$ cat src/rtl/mmnb_pkg.sv
package mmnb_pkg;

	// Result byte width and its full-scale code
	localparam int PIXEL_BITS = 8;
	localparam logic [PIXEL_BITS-1:0] PIXEL_MAX = 8'd255;

	// Values of the cmd field
	localparam logic CMD_SCAN    = 1'b0;
	localparam logic CMD_CONVERT = 1'b1;

	// Commands from the controller to the datapath
	typedef struct packed {
		logic scan_en;   // fold the incoming sample into min and max
		logic cap_en;    // capture the incoming sample for a convert
		logic prep_en;   // register offset and range
		logic mul_en;    // scale the offset by 255, settle the saturated cases
		logic div_en;    // one restoring division step
		logic load_en;   // move the quotient into the output register
	} dp_cmd_t;

	// Status from the datapath to the controller
	typedef struct packed {
		logic sat;       // result is settled without a division
	} dp_stat_t;

endpackage

$ cat src/rtl/mmnb_datapath.sv
module mmnb_datapath #(
	parameter int SAMPLE_BITS = 32
) (
	input  logic                                clk,
	input  logic                                arst_n,
	input  mmnb_pkg::dp_cmd_t                   dp_cmd,
	output mmnb_pkg::dp_stat_t                  dp_stat,
	input  logic signed [SAMPLE_BITS-1:0]       sample,
	input  logic                                first,
	output logic [mmnb_pkg::PIXEL_BITS-1:0]     pixel
);

	localparam int PB = mmnb_pkg::PIXEL_BITS;
	localparam int DW = SAMPLE_BITS + 1;
	localparam int NW = SAMPLE_BITS + PB;

	logic signed [SAMPLE_BITS-1:0] min_q, max_q, smp_q;
	logic signed [DW-1:0]          diff_q, range_q;
	logic [NW-1:0]                 rem_q, den_q;
	logic [PB-1:0]                 quo_q, pixel_q;
	logic                          range_bad, diff_low, diff_high, ge;

	// Running minimum and maximum over the scan pass
	always_ff @(posedge clk or negedge arst_n) begin
		if (!arst_n) begin
			min_q <= {1'b0, {(SAMPLE_BITS-1){1'b1}}};
			max_q <= {1'b1, {(SAMPLE_BITS-1){1'b0}}};
		end else if (dp_cmd.scan_en) begin
			if (first) begin
				min_q <= sample;
				max_q <= sample;
			end else begin
				if (sample < min_q) min_q <= sample;
				if (sample > max_q) max_q <= sample;
			end
		end
	end

	// Saturation checks on the registered offset and range
	assign range_bad = range_q[DW-1] || (range_q == '0);
	assign diff_low  = diff_q[DW-1] || (diff_q == '0);
	assign diff_high = (diff_q >= range_q);
	assign dp_stat.sat = range_bad || diff_low || diff_high;

	assign ge = (rem_q >= den_q);

	// Convert path: offset, scale, restoring division, output byte
	always_ff @(posedge clk) begin
		if (dp_cmd.cap_en)
			smp_q <= sample;
		if (dp_cmd.prep_en) begin
			diff_q  <= {smp_q[SAMPLE_BITS-1], smp_q} - {min_q[SAMPLE_BITS-1], min_q};
			range_q <= {max_q[SAMPLE_BITS-1], max_q} - {min_q[SAMPLE_BITS-1], min_q};
		end
		if (dp_cmd.mul_en) begin
			// 255 * diff as (diff << 8) - diff; diff is positive whenever a division follows
			rem_q <= {diff_q[SAMPLE_BITS-1:0], {PB{1'b0}}}
				- {{PB{1'b0}}, diff_q[SAMPLE_BITS-1:0]};
			den_q <= {1'b0, range_q[SAMPLE_BITS-1:0], {(PB-1){1'b0}}};
			if (range_bad || diff_low)
				quo_q <= '0;
			else
				quo_q <= mmnb_pkg::PIXEL_MAX;
		end
		if (dp_cmd.div_en) begin
			if (ge) rem_q <= rem_q - den_q;
			den_q <= den_q >> 1;
			quo_q <= {quo_q[PB-2:0], ge};
		end
		if (dp_cmd.load_en)
			pixel_q <= quo_q;
	end

	assign pixel = pixel_q;

`ifndef ASSERT_OFF
	// After any scan the range is ordered
	a_min_le_max: assert property (@(posedge clk) disable iff (!arst_n)
		dp_cmd.scan_en |=> (min_q <= max_q))
		else $error("running min above running max after scan");

	// Division only runs on a positive range
	a_div_range: assert property (@(posedge clk) disable iff (!arst_n)
		dp_cmd.div_en |-> (!range_q[DW-1] && (range_q != '0)))
		else $error("division step with empty range");
`endif

endmodule

$ cat src/rtl/mmnb_ctrl.sv
module mmnb_ctrl (
	input  logic                clk,
	input  logic                arst_n,
	input  logic                in_valid,
	output logic                in_stall,
	input  logic                cmd,
	output logic                out_valid,
	input  logic                out_stall,
	output mmnb_pkg::dp_cmd_t   dp_cmd,
	input  mmnb_pkg::dp_stat_t  dp_stat
);

	localparam int CW = $clog2(mmnb_pkg::PIXEL_BITS);

	localparam logic [2:0] S_IDLE = 3'd0;
	localparam logic [2:0] S_PREP = 3'd1;
	localparam logic [2:0] S_MUL  = 3'd2;
	localparam logic [2:0] S_DIV  = 3'd3;
	localparam logic [2:0] S_LOAD = 3'd4;

	logic [2:0]    state_q, state_d;
	logic [CW-1:0] cnt_q;
	logic          out_valid_q;
	logic          in_acc, out_free;

	assign in_stall = (state_q != S_IDLE);
	assign in_acc   = in_valid && !in_stall;
	assign out_free = !out_valid_q || !out_stall;
	assign out_valid = out_valid_q;

	// Datapath commands per state
	always_comb begin
		dp_cmd         = '0;
		dp_cmd.scan_en = in_acc && (cmd == mmnb_pkg::CMD_SCAN);
		dp_cmd.cap_en  = in_acc && (cmd == mmnb_pkg::CMD_CONVERT);
		dp_cmd.prep_en = (state_q == S_PREP);
		dp_cmd.mul_en  = (state_q == S_MUL);
		dp_cmd.div_en  = (state_q == S_DIV);
		dp_cmd.load_en = (state_q == S_LOAD) && out_free;
	end

	// Next state
	always_comb begin
		state_d = state_q;
		case (state_q)
			S_IDLE: begin
				if (in_acc && (cmd == mmnb_pkg::CMD_CONVERT)) state_d = S_PREP;
			end
			S_PREP: begin
				state_d = S_MUL;
			end
			S_MUL: begin
				state_d = dp_stat.sat ? S_LOAD : S_DIV;
			end
			S_DIV: begin
				if (cnt_q == '0) state_d = S_LOAD;
			end
			S_LOAD: begin
				if (out_free) state_d = S_IDLE;
			end
			default: begin
				state_d = S_IDLE;
			end
		endcase
	end

	always_ff @(posedge clk or negedge arst_n) begin
		if (!arst_n) begin
			state_q     <= S_IDLE;
			cnt_q       <= '0;
			out_valid_q <= 1'b0;
		end else begin
			state_q <= state_d;
			// Step counter over the quotient bits
			if (state_q == S_MUL)
				cnt_q <= CW'(mmnb_pkg::PIXEL_BITS - 1);
			else if (state_q == S_DIV)
				cnt_q <= cnt_q - 1'b1;
			// Output register valid
			if (dp_cmd.load_en)
				out_valid_q <= 1'b1;
			else if (out_valid_q && !out_stall)
				out_valid_q <= 1'b0;
		end
	end

`ifndef ASSERT_OFF
	a_conv_start: assert property (@(posedge clk) disable iff (!arst_n)
		(in_acc && (cmd == mmnb_pkg::CMD_CONVERT)) |=> (state_q == S_PREP))
		else $error("convert transaction did not start the sequence");

	a_div_end: assert property (@(posedge clk) disable iff (!arst_n)
		((state_q == S_DIV) && (cnt_q == '0)) |=> (state_q == S_LOAD))
		else $error("division did not end after the last quotient bit");

	a_load_valid: assert property (@(posedge clk) disable iff (!arst_n)
		((state_q == S_LOAD) && out_free) |=> (out_valid_q && (state_q == S_IDLE)))
		else $error("result load did not raise out_valid");
`endif

endmodule

$ cat src/rtl/min_max_normalize_to_byte_core.sv
// Min-max normalization of samples to bytes, two passes.
// Input channel (in_valid / in_stall): cmd, sample, first. A scan transaction
// (cmd 0) folds sample into a running min and max; first restarts both from
// the sample. Scans give no result and are taken one per cycle outside a convert.
// A convert transaction (cmd 1) yields one output transaction (out_valid /
// out_stall) carrying pixel = floor(255*(sample-min)/(max-min)), saturated
// to 0 or 255; an empty or flat range gives 0.
// A convert steps through prep, scale, the 8-step restoring divider (one
// quotient bit per cycle) and load; a saturated result skips the divider.
// in_stall is high while a convert is in progress, so the input takes no
// other item until the convert has loaded its result.
// The result sits in an output register; the next item is taken while it
// waits. If the receiver stalls with the register full, a finished convert
// holds in its final step and the input stays stalled until the register frees.
// Reset clears min to the most positive and max to the most negative value,
// drops out_valid and returns the controller to idle.
module min_max_normalize_to_byte_core #(
	parameter int SAMPLE_BITS = 32
) (
	input  logic                                clk,
	input  logic                                arst_n,
	input  logic                                in_valid,
	output logic                                in_stall,
	input  logic                                cmd,
	input  logic signed [SAMPLE_BITS-1:0]       sample,
	input  logic                                first,
	output logic                                out_valid,
	input  logic                                out_stall,
	output logic [mmnb_pkg::PIXEL_BITS-1:0]     pixel
);

	mmnb_pkg::dp_cmd_t  dp_cmd;
	mmnb_pkg::dp_stat_t dp_stat;

	mmnb_ctrl u_ctrl (
		.clk       (clk),
		.arst_n    (arst_n),
		.in_valid  (in_valid),
		.in_stall  (in_stall),
		.cmd       (cmd),
		.out_valid (out_valid),
		.out_stall (out_stall),
		.dp_cmd    (dp_cmd),
		.dp_stat   (dp_stat)
	);

	mmnb_datapath #(
		.SAMPLE_BITS(SAMPLE_BITS)
	) u_datapath (
		.clk     (clk),
		.arst_n  (arst_n),
		.dp_cmd  (dp_cmd),
		.dp_stat (dp_stat),
		.sample  (sample),
		.first   (first),
		.pixel   (pixel)
	);

endmodule

$ cat config.mk
export PLATFORM = sky130hd
export DESIGN_NAME = min_max_normalize_to_byte_core
export DESIGN_NICKNAME = d
export VERILOG_FILES = /design/src/rtl/mmnb_pkg.sv /design/src/rtl/mmnb_datapath.sv /design/src/rtl/mmnb_ctrl.sv /design/src/rtl/min_max_normalize_to_byte_core.sv
export SDC_FILE = /design/constraint.sdc
export NUM_CORES = 1
export LEC_CHECK = 0
export BUFFER_PORTS_ARGS = -buffer_cell sky130_fd_sc_hd__buf_4
export CORE_ASPECT_RATIO = 0.8
export CORE_MARGIN = 8
export CORE_UTILIZATION = 49
export DETAILED_ROUTE_END_ITERATION = 7
export PLACE_DENSITY_LB_ADDON = 0.3
export SLEW_MARGIN = 10
export SYNTH_ARGS = -nofsm -noshare
export SYNTH_HDL_FRONTEND = slang
export SYNTH_SLANG_ARGS = --single-unit
$ cat constraint.sdc
create_clock -name clk -period 5.8 [get_ports clk]
set_clock_uncertainty 0.2 [all_clocks]
set_input_delay 0.58 -clock clk [delete_from_list [all_inputs] [get_ports clk]]
set_output_delay 0.58 -clock clk [all_outputs]
set_load 0.02 [all_outputs]
Word level (Yosys, flattened, before mapping)

Index checks and enable logic that the tools add are counted.

$lt $le $gt $ge: 4
Bitwise gates (word level): 1
Equality and inequality tests: 7
Add/sub/neg operators: 5
Muxes and demuxes: 21
Reductions and logical operators: 25

Operators by type and width:

| kind                                                                     | count |
|---|---|
| 32-bit two-way mux                                                       | 4 |
| 40-bit two-way mux                                                       | 3 |
| 33-bit zero test                                                         | 2 |
| 32-bit by 32-bit subtractor with 33-bit output                           | 2 |
| 40-bit by 39-bit >= comparator with 1-bit output                         | 1 |
| 40-bit by 32-bit subtractor with 40-bit output                           | 1 |
| 40-bit by 39-bit subtractor with 40-bit output                           | 1 |
| 39-bit two-way mux                                                       | 1 |
| 38-bit two-way mux                                                       | 1 |
| 33-bit >= comparator                                                     | 1 |
| 32-bit greater-than comparator                                           | 1 |
| 32-bit less-than comparator                                              | 1 |
| 8-bit two-way mux                                                        | 3 |
| 3-bit two-way mux                                                        | 6 |
| 3-bit one-hot mux with 5 select lines                                    | 1 |
| 2-bit nonzero test                                                       | 4 |
| 3-bit by 2-bit equality test with 1-bit output (second input constant)   | 2 |
| 3-bit zero test                                                          | 2 |
| 1-bit logical AND                                                        | 5 |
| 1-bit logical OR                                                         | 5 |
| 2-bit by 1-bit inequality test with 1-bit output (second input constant) | 2 |
| 2-bit AND reduction                                                      | 2 |
| 3-bit by 1-bit equality test with 1-bit output (second input constant)   | 1 |
| 3-bit equality test (second input constant)                              | 1 |
| 7 further kinds                                                          | 10 |

Word-level logic and storage cells: 76
Register bits after elaboration: 264
Output and inout bits: 10
Bits of input ports: 38

Logic depth before layout (Yosys ltp)

Depth after elaboration: 6
Gate-level depth with buffers: 15
Mapped depth without buffers: 12

Modules after synthesis

A second synthesis with hierarchy kept.

Cells, all modules: 1965
Area total of the unflattened synthesis: 18804.3 µm²

By module, submodules not included:

| module        | instances | cells each | sequential area each (µm²) | area an instance (µm²) |
|---|---|---|---|---|
| mmnb_datapath | 1         | 1921       | 7036.7                     | 18385.1 |
| mmnb_ctrl     | 1         | 44         | 175.2                      | 419.2 |

Least setup slack after synthesis

No wires, ideal clock.

Kind: register -> register
From: register u_ctrl.state_q[0]
To: register u_datapath.diff_q[0], enable pin
Required time: 5.015 ns
Arrival time: 5.448 ns
Setup slack: -0.433 ns
Stages on the path, launching flop included: 3
Path buffers: 1
Period minus slack after synthesis: 6.233 ns
Setup time: 0.585 ns
Path through: dfrtp_1 -> clkbuf_1 -> nor3b_1

Longest elaborated chain between the ends: 1

RTL lines:

| what                                           | line                | RTL |
|---|---|---|
| start, declared                                | mmnb_ctrl.sv:21     | `logic [2:0] state_q, state_d;` |
| start signal, assigned                         | mmnb_ctrl.sv:73     | `state_q <= state_d;` |
| 3-bit by 1-bit equality test with 1-bit output | mmnb_ctrl.sv:36     | `dp_cmd.prep_en = (state_q == S_PREP);` |
| end signal, assigned                           | mmnb_datapath.sv:52 | `diff_q <= {smp_q[SAMPLE_BITS-1], smp_q} - {min_q[SAMPLE_BITS-1], min_q};` |
| end, declared                                  | mmnb_datapath.sv:18 | `logic signed [DW-1:0] diff_q, range_q;` |

No other way between the ends.
A chain may end at the register's enable or synchronous reset.

Final worst setup path

From: register u_datapath.den_q[17]
To: register u_datapath.rem_q[24]

Longest elaborated chain between the ends: 3
Elaborated cells between the ends (all ways): 4
Classes of those cells: add/sub (1); order compare (1); mux (2)

RTL lines:

| what                                                                                                                      | line                                     | RTL |
|---|---|---|
| start, declared                                                                                                           | mmnb_datapath.sv:19                      | `logic [NW-1:0] rem_q, den_q;` |
| start signal, assigned                                                                                                    | mmnb_datapath.sv:59                      | `den_q <= {1'b0, range_q[SAMPLE_BITS-1:0], {(PB-1){1'b0}}};` |
| start signal, assigned                                                                                                    | mmnb_datapath.sv:67                      | `den_q <= den_q >> 1;` |
| 40-bit by 39-bit subtractor with 40-bit output / 40-bit by 39-bit >= comparator with 1-bit output (equally long branches) | mmnb_datapath.sv:66, mmnb_datapath.sv:45 |  |
| 40-bit two-way mux (*)                                                                                                    | mmnb_datapath.sv:66                      | `if (ge) rem_q <= rem_q - den_q;` |
| 40-bit two-way mux (*)                                                                                                    | mmnb_datapath.sv:65                      | `if (dp_cmd.div_en) begin` |
| end signal, assigned                                                                                                      | mmnb_datapath.sv:57                      | `rem_q <= {diff_q[SAMPLE_BITS-1:0], {PB{1'b0}}}` |
| end signal, assigned                                                                                                      | mmnb_datapath.sv:66                      |  |
| end, declared                                                                                                             | mmnb_datapath.sv:19                      |  |

Mark *: on every way between the ends. The rest lies on a longest branch, timed or not.

==> flow_metrics.py <==
metrics = {
    "synthesis": {
        "synthesis.nets": 2278,
        "primary_flip_flop_cell_chosen_by_synthesis_mapping": "sky130_fd_sc_hd__edfxtp_1",
        "yosys.cell_count.top_type": "sky130_fd_sc_hd__ha_1",
        "synth_seq_cells": 264,
        "synth.area.top_cells": "sky130_fd_sc_hd__edfxtp_1 (24%), sky130_fd_sc_hd__ha_1 (15%), sky130_fd_sc_hd__dfrtp_1 (5.1%)",
        "post_synth.cell_area_avg_um2": 9.488,
        "synth_top_family_by_area": "compound AO/OA/AOI/OAI gates",
        "ys_warn_count": 0,
        "share_of_async_settable_or_async_resettable_flops_after_synthesis_pct": 26.89,
        "synthesis.area_um2": 19080,
        "synth_largest_area_cell": "sky130_fd_sc_hd__edfxtp_1",
        "synth_edf_count": 153,
        "synth_seq_area_share_pct": 37.80,
        "yosys-top-cells-count": "sky130_fd_sc_hd__ha_1 (226), sky130_fd_sc_hd__inv_1 (189), sky130_fd_sc_hd__nand2_1 (169)",
        "syn_inst": 2011,
        "post_synth_fa_ha_maj_area_fraction_pct": 15.13,
        "xor_and_xnor_area_share_after_synthesis_pct": 5.233,
        "synth_area_in_compound_gates_pct": 19.61,
        "synth-simple-area-share_pct": 13.02,
        "synthDominantCellAreaShare_pct": 24.08,
        "fraction_of_synthesized_area_in_multiplexers_pct": 4.151,
        "synth_cell_types": 81,
    },
    "outcome": {
        "result_of_the_run": "complete, no violations",
    },
    "min_path": {
        "hp-class": "in2reg",
    },
    "worst_setup_path": {
        "timing.critical_path.to_type": "flip-flop",
        "critPathBufInv": 2,
        "critPathMaxStageDelay_ns": 0.68,
        "slowest_stage": "sky130_fd_sc_hd__or3_2",
        "worstPathMaxFanout": 41,
        "worst-endpoint-required_ns": 6.06,
        "critical_path_class": "reg2reg",
        "worstSetupStartpointType": "flip-flop",
        "path_delay_family": "compound AO/OA/AOI/OAI gates",
        "critical_path.cell_chain": "inv_1 > ha_1 > a21o_1 > a211oi_2 > o221ai_1 > a2111oi_2 > nor2_1 > a2111oi_0 > or3_2 > buf_4 > o211ai_1 > o21a_1",
        "arrival_ns": 4.31,
    },
    "grt": {
        "globalRouteTotalUtil_pct": 20.25,
        "number_of_global_route_vias_before_repair": 14700,
        "grt.overflow.total": 0,
        "wire_length_of_the_first_global_routing_pass_mm": 76.13,
        "grt_antenna_before_repair": 0,
        "grt_start_max_net_pins": 72,
    },
    "floorplan": {
        "fp.dieH_um": 192.5,
        "placementRows": 64,
        "design.core.area_um2": 38360,
        "initial_utilization_pct": 49.75,
        "die_area_um2": 45550,
        "dieWidth_um": 236.6,
        "floorplan.io_pins": 48,
    },
    "detailed_routing": {
        "firstDrtPassIters": 5,
        "routed_via_count": 15130,
        "wire_per_inst_um": 18.13,
        "detail_route.vias_per_cell": 5.820,
        "final_antenna_net_count": 0,
        "detailedRoute.firstIterationViolations": 1061,
        "routed_wl_mm": 47.13,
        "drcViolationCount": 0,
    },
    "sta": {
        "worst_slew_margin_rel_pct": 28.42,
        "min_period_ns": 4.049,
        "grt_setup_unrepaired": "no",
        "period_share_pct": 69.80,
        "timing_hold_violations_final": 0,
        "final-max-slew-violation-count": 0,
        "setup-violations-final": 0,
        "finalWorstSetupSlack_ns": 1.751,
        "final.setup.tns_ns": 0,
        "tightest_slew_ns": 1.064,
        "max_freq_ghz": 0.2470,
    },
    "flow_run": {
        "cap_viol_max_count": 0,
    },
    "clocking": {
        "cts_sinks": 264,
        "cts_max_level": 1,
        "cts_tree": "built",
        "cts.reportedPaths.clkPinSlew_ns": 0.06,
        "cts_inserted_buffers": 30,
        "clock_insertion_delay_worst_skew_ns": 0.59,
        "cts-root-buf": "sky130_fd_sc_hd__clkbuf_16",
        "cts-root-to-sink-buffers": 3,
    },
    "layout": {
        "nFillCells": 3283,
        "drive_gt1_share_pct": 10.88,
        "layout-area-overhead-vs-synth_pct": 10.85,
        "antenna_diodes": 0,
        "final_nets": 2347,
    },
    "place": {
        "hpwl_mm": 36.23,
        "portBuffers": 47,
        "place.gp.congestion": 0.9022,
        "pre_cts_ws_ns": 1.795,
    },
}
==> worst paths after layout <==
kind,from,end,slack [ns],cells past startpoint
hold reg to reg,u_datapath.quo_q[7],u_datapath.pixel[7],0.23,0
hold / removal,sample[18],u_datapath.smp_q[18],0.03,1
min in group asynchronous,arst_n,u_datapath.min_q[31],0.47,2
max in group asynchronous,arst_n,u_datapath.max_q[13],4.31,2
setup / recovery,u_datapath.den_q[17],u_datapath.rem_q[24],1.75,12
setup reg to reg,u_datapath.den_q[17],u_datapath.rem_q[24],1.75,12
==> cell usage in the layout, fill, tap and decap left out, drive strengths merged, types with 21 or more instances in the layout <==
cell type	instances
dfrtp	39
o21a	25
nor4	21
nand3	27
nor2b	29
nor3	32
o21ai	144
xor2	52
edfxtp	153
nand4	31
mux2	65
ha	226
xnor2	62
nand2b	32
dfxtp	40
nand2	169
a21oi	149
inv	189
dlygate4sd3	26
clkbuf	41
nor2	116
a211oi	26
a21o	101
buf	58
dfstp	32
==> flip-flops by register name, summed over array words and instances, names as in the netlist <==
| register | count |
|---|---|
| u_datapath.rem_q | 40 |
| u_datapath.den_q | 39 |
| u_datapath.diff_q | 33 |
| u_datapath.range_q | 33 |
| u_datapath.max_q | 32 |
| u_datapath.min_q | 32 |
| u_datapath.smp_q | 32 |
| u_datapath.pixel | 8 |
| u_datapath.quo_q | 8 |
| u_ctrl.cnt_q | 3 |
| u_ctrl.state_q | 3 |
| u_ctrl.out_valid | 1 |
==> kinds of logic (layout without fill, tap and decap cells) <==
kind of cell	after synthesis	in the layout
flops	264	264
xor+xnor	114	114
buf+inv	236	329
compound gates	581	581
fa+ha+maj	229	229
simple gates	516	516
mux	71	71
==> through the flow <==
step | util, % | hold slack (ns) | instance area, um^2 | std cells
5_1_grt | 55.14 | 0.005790 | 21150 | 2599
3_3_place_gp | 51.93 | 0.2053 | 19920 | 2517
2_1_floorplan | - | 0.08441 | 19090 | 2011
6_report | 55.14 | 0.02830 | 21150 | 2599
4_1_cts | 55.14 | 0.0008309 | 21150 | 2599
3_5_place_dp | 51.93 | 0.2168 | 19920 | 2517
==> layout make-up <==
cell class	instances	area, um^2	area share [%]
Tap cell	495	619.3	2.928
Inverter	189	709.4	3.354
Clock buffer	41	802.0	3.792
Sequential cell	264	7212	34.10
Clock inverter	15	170.2	0.8045
Timing Repair Buffer	84	695.7	3.289
Multi-Input combinational cell	1511	10940	51.74
==> per-layer routing <==
| layer | GRT usage, % | vias to the layer above | wire [um] |
|---|---|---|---|
| li1 | - | 7492 | - |
| met1 | 29.73 | 7155 | 23650 |
| met2 | 31.09 | 403 | 19890 |
| met3 | 2.298 | 77 | 2195 |
| met4 | 6.099 | 0 | 1392 |
| met5 | 0 | - | 0 |
==> timing repair <==
action | 4_1_cts | 5_1_grt
setup buffers | 0 | 0
hold endpoints to repair | 64 | 0
gates resized for setup | 0 | 0
hold buffers | 26 | 0
Power is not shown: default switching activity piles up to over one toggle a cycle in this logic, so the estimate is an artifact.
